==> config.mk <==
export PLATFORM = sky130hd
export DESIGN_NAME = qcas_cswap
export DESIGN_NICKNAME = d
export VERILOG_FILES = /design/src/qcas_pkg.sv /design/src/qcas_cswap.sv
export SDC_FILE = /design/constraint.sdc
export NUM_CORES = 1
export LEC_CHECK = 0
export ABC_AREA = 0
export BUFFER_PORTS_ARGS = -buffer_cell sky130_fd_sc_hd__buf_4
export CORE_MARGIN = 2
export CORE_UTILIZATION = 59
export CTS_CLUSTER_SIZE = 12
export DETAILED_ROUTE_END_ITERATION = 16
export PLACE_DENSITY = 0.91
export SLEW_MARGIN = 10
export SYNTH_ARGS = -nofsm -noshare
export SYNTH_HDL_FRONTEND = slang
export SYNTH_SLANG_ARGS = --single-unit
==> constraint.sdc <==
create_clock -name clk -period 13.5 [get_ports clk]
set_input_delay 4.05 -clock clk [delete_from_list [all_inputs] [get_ports clk]]
set_output_delay 4.05 -clock clk [all_outputs]
set_load 0.05 [all_outputs]
==> src/qcas_pkg.sv <==
package qcas_pkg;

  localparam int COORD_W = 12;
  localparam int AREA_W  = 25;
  localparam logic [AREA_W-1:0] AREA_MAX = {AREA_W{1'b1}};

  localparam logic [3:0] QUAD_COUNT = 4'd4;

  localparam int NCORN  = 4;
  localparam int NPAIRS = 6;

  // compare-swap schedule, one pair per stage
  localparam int PAIR_I [NPAIRS] = '{0, 0, 0, 1, 1, 2};
  localparam int PAIR_J [NPAIRS] = '{1, 2, 3, 2, 3, 3};

  // half-plane codes, ordered by angle
  localparam logic [1:0] HALF_NEG  = 2'd0;
  localparam logic [1:0] HALF_ZERO = 2'd1;
  localparam logic [1:0] HALF_POS  = 2'd2;

endpackage

==> src/qcas_cswap.sv <==
module qcas_cswap #(
  parameter int P_W = 12,
  parameter int D_W = 15,
  parameter int I   = 0,
  parameter int J   = 1
) (
  input  logic                  clk,
  input  logic                  rst,
  input  logic                  en,
  input  logic                  valid_in,
  input  logic [P_W-1:0]        px_in [4],
  input  logic [P_W-1:0]        py_in [4],
  input  logic signed [D_W-1:0] dx_in [4],
  input  logic signed [D_W-1:0] dy_in [4],
  output logic                  valid_out,
  output logic [P_W-1:0]        px_out [4],
  output logic [P_W-1:0]        py_out [4],
  output logic signed [D_W-1:0] dx_out [4],
  output logic signed [D_W-1:0] dy_out [4]
);
  import qcas_pkg::*;

  localparam int X_W = 2 * D_W + 1;

  logic [1:0]             half_j;
  logic [1:0]             half_i;
  logic signed [2*D_W-1:0] prod_a;
  logic signed [2*D_W-1:0] prod_b;
  logic signed [X_W-1:0]  cross_val;
  logic                   swap;

  function automatic logic [1:0] half_of(input logic signed [D_W-1:0] x,
                                         input logic signed [D_W-1:0] y);
    logic [1:0] h;
    if (y[D_W-1]) begin
      h = HALF_NEG;
    end else if (y == '0 && !x[D_W-1]) begin
      h = HALF_ZERO;
    end else begin
      h = HALF_POS;
    end
    return h;
  endfunction

  assign half_j    = half_of(dx_in[J], dy_in[J]);
  assign half_i    = half_of(dx_in[I], dy_in[I]);
  assign prod_a    = dx_in[J] * dy_in[I];
  assign prod_b    = dy_in[J] * dx_in[I];
  assign cross_val = X_W'(prod_a) - X_W'(prod_b);

  // swap when corner j lies at a strictly smaller angle than corner i
  always_comb begin
    if (half_j != half_i) begin
      swap = (half_j < half_i);
    end else if (half_j == HALF_ZERO) begin
      swap = 1'b0;
    end else begin
      swap = !cross_val[X_W-1] && (cross_val != '0);
    end
  end

  always_ff @(posedge clk) begin
    if (rst) begin
      valid_out <= 1'b0;
    end else if (en) begin
      valid_out <= valid_in;
    end
  end

  always_ff @(posedge clk) begin
    if (en) begin
      for (int k = 0; k < NCORN; k++) begin
        if (swap && k == I) begin
          px_out[k] <= px_in[J];
          py_out[k] <= py_in[J];
          dx_out[k] <= dx_in[J];
          dy_out[k] <= dy_in[J];
        end else if (swap && k == J) begin
          px_out[k] <= px_in[I];
          py_out[k] <= py_in[I];
          dx_out[k] <= dx_in[I];
          dy_out[k] <= dy_in[I];
        end else begin
          px_out[k] <= px_in[k];
          py_out[k] <= py_in[k];
          dx_out[k] <= dx_in[k];
          dy_out[k] <= dy_in[k];
        end
      end
    end
  end

endmodule
* After elaboration in Yosys (flattened, before gate mapping)
Cells that the tools add are included.
Word-level totals: bits in latches 0, bits in registers 217, bits of input ports 220, RAM bits 0, bits in read-only memories 0, memories 0
Cells by class: bitwise gates (word level) 0, multipliers 2, add/sub/neg operators 1, multiplexer cells 14, reduce and logical (&&, ||, !) cells 9, div/mod/pow operators 0, shifts and indexed selects 0, eq/ne operators 2, $lt $le $gt $ge 1
Operators with widths (number):
- multiplier 15 x 15 -> 30 bit | 2
- two-way mux 15 bit | 4
- two-way mux 12 bit | 4
- nonzero test 31 bit | 1
- subtractor 30 x 30 -> 31 bit | 1
- logical NOT 15 bit | 2
- two-way mux 2 bit | 4
- logical AND 1 bit | 3
- logical NOT 1 bit | 3
- == test 2 x 1 -> 1 bit, second input constant | 1
- < comparator 2 bit | 1
- two-way mux 1 bit | 2
- inequality test 2 bit | 1

* Logic depth before layout (Yosys ltp)
depth after elaboration 8, mapped depth 32, mapped depth without buffers 28

* Least setup slack after synthesis
OpenSTA, ideal clock, no wires.
kind input -> register, start point input port dy_in[44] (netlist name), end point register dx_out[49] (netlist name) (data pin), cell stages on the path 28, required time 13.238 ns, path buffers 4, setup time 0.262 ns, data arrival time 12.398 ns, setup slack 0.839 ns, path through clkbuf_1 clkbuf_1 nand2_1 fa_1 inv_1 fa_1 fa_1 fa_1 inv_1 fa_1 fa_1 fa_1 inv_1 fa_1 inv_1 ha_1 a211o_1 o211ai_1 o32a_1 nand3_2 or4_4 mux2i_1 or4_1 or4_1 a31oi_4 buf_6 buf_6 mux2_1
On the way: longest elaborated chain between the ends 8
Ends and longest elaborated chain:
- start: declaration | line qcas_cswap.sv:14 | input logic signed [D_W-1:0] dy_in [4],
- branches (longest 6 deep; another with subtractor 30 x 30 -> 31 bit)
- two-way mux 1 bit (*) | line qcas_cswap.sv:53 | if (half_j != half_i) begin
- two-way mux 15 bit (*) | line qcas_cswap.sv:73 | if (swap && k == I) begin
- end signal: indexed assignment | line qcas_cswap.sv:76 | dx_out[k] <= dx_in[J];
- end signal: indexed assignment | line qcas_cswap.sv:81 | dx_out[k] <= dx_in[I];
- end signal: indexed assignment | line qcas_cswap.sv:86 | dx_out[k] <= dx_in[k];
- end: declaration | line qcas_cswap.sv:18 | output logic signed [D_W-1:0] dx_out [4],
Mark *: on every way between the ends. A chain may end at the register's enable or synchronous reset.

* Worst setup path in the final report
start point input port dx_in[49] (netlist name), end point register px_out[29] (netlist name) (data pin)
On the way: longest elaborated chain between the ends 7
Ends and longest elaborated chain:
- start: declaration | line qcas_cswap.sv:13 | input logic signed [D_W-1:0] dx_in [4],
- multiplier 15 x 15 -> 30 bit (*) | line qcas_cswap.sv:48 | assign prod_b = dy_in[J] * dx_in[I];
- subtractor 30 x 30 -> 31 bit (*) | line qcas_cswap.sv:49 | assign cross_val = X_W'(prod_a) - X_W'(prod_b);
- nonzero test 31 bit / logical NOT 1 bit (equally long branches) | line qcas_cswap.sv:58 | swap = !cross_val[X_W-1] && (cross_val != '0);
- logical AND 1 bit (*) | line qcas_cswap.sv:58
- two-way mux 1 bit (*) | line qcas_cswap.sv:55 | end else if (half_j == HALF_ZERO) begin
- two-way mux 1 bit (*) | line qcas_cswap.sv:53
- two-way mux 12 bit (*) | line qcas_cswap.sv:78 | end else if (swap && k == J) begin
- end signal: indexed assignment | line qcas_cswap.sv:74 | px_out[k] <= px_in[J];
- end signal: indexed assignment | line qcas_cswap.sv:79 | px_out[k] <= px_in[I];
- end signal: indexed assignment | line qcas_cswap.sv:84 | px_out[k] <= px_in[k];
- end: declaration | line qcas_cswap.sv:16 | output logic [P_W-1:0] px_out [4],
Mark *: on every way between the ends. The rest lies on a longest branch, timed or not.

==> qor.csv <==
stage,metric,value,unit
outcome,status,completed,
clock_network,total CTS buffers,23,
route,ANT nets after route,0,
sta,final setup TNS,0,ns
floorplanning,Starting Density,0.594,
place,hpwl dp,61800,um
setup_path,CP Max Fanout,24,
floorplanning,CORE AREA,43900,um2
clock_network,clock sinks,217,
cells_and_area,Area Overhead vs Synth,16.9,%
sta,final hold vios,0,
floorplanning,Die Y,214,um
setup_path,worst path arrival time,13.15,ns
clock_network,Worst-Skew Late Latency,0.53,ns
floorplanning,io pins,437,
cells_and_area,Filler cells,2916,
global_routing,GRT overflow,0,
sta,RSZ-0062 raised after global routing,false,
setup_path,kind of critical path,in -> reg,
global_routing,vias in the first global route,21309,
setup_path,Buf/Inv on CP,6,
global_routing,wire length of the first global-routing pass,121000,um
synthesis,synthesized flop and latch total,217,
clock_network,CTS tree,yes,
sta,Tmin final,12.87,ns
setup_path,CP endpoint kind,flip-flop,
setup_path,Critical Path Most Common Cell,fa_1,
setup_path,FF-to-FF path depth,2,
clock_network,Post-CTS Hold Buffers,0,
setup_path,critical path startpoint category,input port,
setup_path,worst reg-to-reg setup slack,12.92,ns
route,routed vias/inst,5.84,
place,global placement routability congestion,1.00,
sta,Slew @ Worst Pin,0.976,ns
cells_and_area,most frequent cells in the layout,"553 x inv_1, 516 x fa_1, 442 x buf_4",
sta,Post-Route Skew,0,ns
clock_network,setup bufs post-CTS,0,
synthesis,Main synth FF type,edfxtp_1,
worst_hold_path,HP Class,reg -> reg,
route,total number of vias,19260,
setup_path,CP max-delay cell,fa_1,
sta,Slew HR,0.349,
route,Remaining DRCs,0,
synthesis,Synth Instances,2313,
clock_network,H-tree depth,1,
floorplanning,die span in x,214,um
floorplanning,die area,46000,um2
setup_path,crit path to,px_out[29]$_DFFE_PP_,
global_routing,global-route usage over all layers,0.348,
sta,fin crit share,0.953,
route,1st-pass router iterations,9,
synthesis,Syn Area/Cell,11.3,um2
synthesis,Synth cell types,60,
synthesis,syn_nets,3186,
floorplanning,Rows,77,
job,Max Cap Viol,0,
synthesis,Post-synth EDFFs,216,
place,Placement Setup Slack,0.307,ns
synthesis,Ys Warns,0,
clock_network,Resized Gates After CTS,0,
global_routing,initial antenna violation count,4,
cells_and_area,Layout Cell Area excl Fill,30500,um2
setup_path,"Largest stage delay, worst path",0.67,ns
global_routing,maximum number of pins on one net before global-route repair,82,
place,DP Area,29900,um2
route,DR WL/cell,23.7,um
clock_network,Clock Tree Buf Depth,3,
synthesis,Netlist Area Pre-Place,26100,um2
setup_path,Critical Path Start,dx_in[49],
sta,fin worst setup slack,0.630,ns
cells_and_area,Final Util,0.695,
cells_and_area,"most common cell after layout, fill and taps aside",inv_1,
clock_network,clock-pin slew on the worst setup and hold paths,0.06,ns
route,Initial DRC Count,1914,
cells_and_area,Final Net Count,3569,
setup_path,Worst EP required,13.78,ns
synthesis,sequential area share after synthesis,0.249,
sta,"Slew Viols, Final",0,
cells_and_area,fraction of layout cells with a size suffix above 1,0.201,
setup_path,R2R Path End,valid_out$_SDFFE_PP0P_,
sta,Peak Freq,77.7,MHz
place,# port buffers,436,
synthesis,ys async rst share,0,
setup_path,cell depth of the worst setup path,26,
setup_path,"delay-heaviest family, CP",adder cells,
sta,count of endpoints failing setup in the final report,0,
clock_network,CTS root buf,clkbuf_16,
route,Routed WL,78200,um
setup_path,worst reg2reg path startpoint,valid_out$_SDFFE_PP0P_,
## area by class of cell
class	instances	area, um2	share of cell area
diodes	1	2.50	0.0000820
clock buffers	29	598	0.0196
clock inverters	5	43.8	0.00144
inverters	553	2080	0.0680
multi-input cells	1454	17100	0.562
flip-flops and latches	217	6510	0.213
well taps	592	741	0.0243
repair buffers	447	3410	0.112
## layer usage
layer / up-vias / share of wire / track usage
met1: 9718 / 0.33 / 0.422
li1: 7806 / - / -
met2: 1352 / 0.49 / 0.580
met5: - / 0.00040 / 0
met4: 6 / 0.070 / 0.201
met3: 378 / 0.11 / 0.0769
## cells in the mapped netlist (3+ instances only)
cell type	n	share of area
a211o_1	3	0.0010
a211oi_1	3	0.00086
a21o_1	7	0.0020
a21oi_1	22	0.0042
a31oi_1	6	0.0014
and2_1	225	0.054
and3_1	5	0.0012
buf_2	5	0.00096
buf_4	5	0.0014
buf_6	5	0.0022
clkbuf_1	74	0.011
edfxtp_1	216	0.25
fa_1	516	0.40
ha_1	137	0.066
inv_1	553	0.079
mux2_1	40	0.017
mux2_2	66	0.028
mux2i_1	3	0.0011
nand2_1	220	0.032
nand2b_1	8	0.0019
nand3_1	11	0.0021
nand3b_1	3	0.00086
nand4_1	6	0.0014
nor2_1	22	0.0032
nor2b_1	31	0.0074
nor3_1	10	0.0019
nor4_1	10	0.0024
o2111ai_1	3	0.0010
o211ai_1	6	0.0017
o21a_1	4	0.0011
o21ai_0	17	0.0033
or4_1	3	0.00086
xnor2_1	23	0.0077
xor2_1	8	0.0027
## per-stage QoR
| step | hold WS (ns) | instances |
|---|---|---|
| 6_report | 0.494 | 3298 |
| 5_1_grt | 0.521 | 3298 |
| 4_1_cts | 0.502 | 3297 |
| 3_5_place_dp | 0.492 | 3263 |
| 3_3_place_gp | 0.481 | 3263 |
| 2_1_floorplan | 0.733 | 2313 |
## state kept, by name, indices dropped and copies added (netlist names)
| register | flops |
|---|---|
| dx_out | 60 |
| dy_out | 60 |
| px_out | 48 |
| py_out | 48 |
| valid_out | 1 |
## logic make-up after synthesis
kind of cell             Yosys count  synth area share
adder cells (fa/ha/maj)          653             0.461
buffers and inverters            642            0.0947
AND/OR/NAND/NOR                  565             0.112
flip-flops                       217             0.249
multiplexers                     109            0.0469
AO/OA/AOI/OAI                     96            0.0255
XOR/XNOR                          31            0.0104
## worst reg2reg max path, delay by kind of cell (launching register included)
family	cells	cell delay [ns]
and+or+nand+nor	1	0.05
DFF	1	0.30
muxes	1	0.12
## how the worst min path moves through the flow
stage / start / end / cells past startpoint
detailed placement: valid_out$_SDFFE_PP0P_ / valid_out$_SDFFE_PP0P_ / 2
finish: valid_out$_SDFFE_PP0P_ / valid_out$_SDFFE_PP0P_ / 2
global route: valid_out$_SDFFE_PP0P_ / valid_out$_SDFFE_PP0P_ / 2
floorplan: valid_out$_SDFFE_PP0P_ / valid_out$_SDFFE_PP0P_ / 2
CTS: valid_out$_SDFFE_PP0P_ / valid_out$_SDFFE_PP0P_ / 2
global placement: valid_out$_SDFFE_PP0P_ / valid_out$_SDFFE_PP0P_ / 2
Power is not shown: default switching activity piles up to over one toggle a cycle in this logic, so the estimate is an artifact.
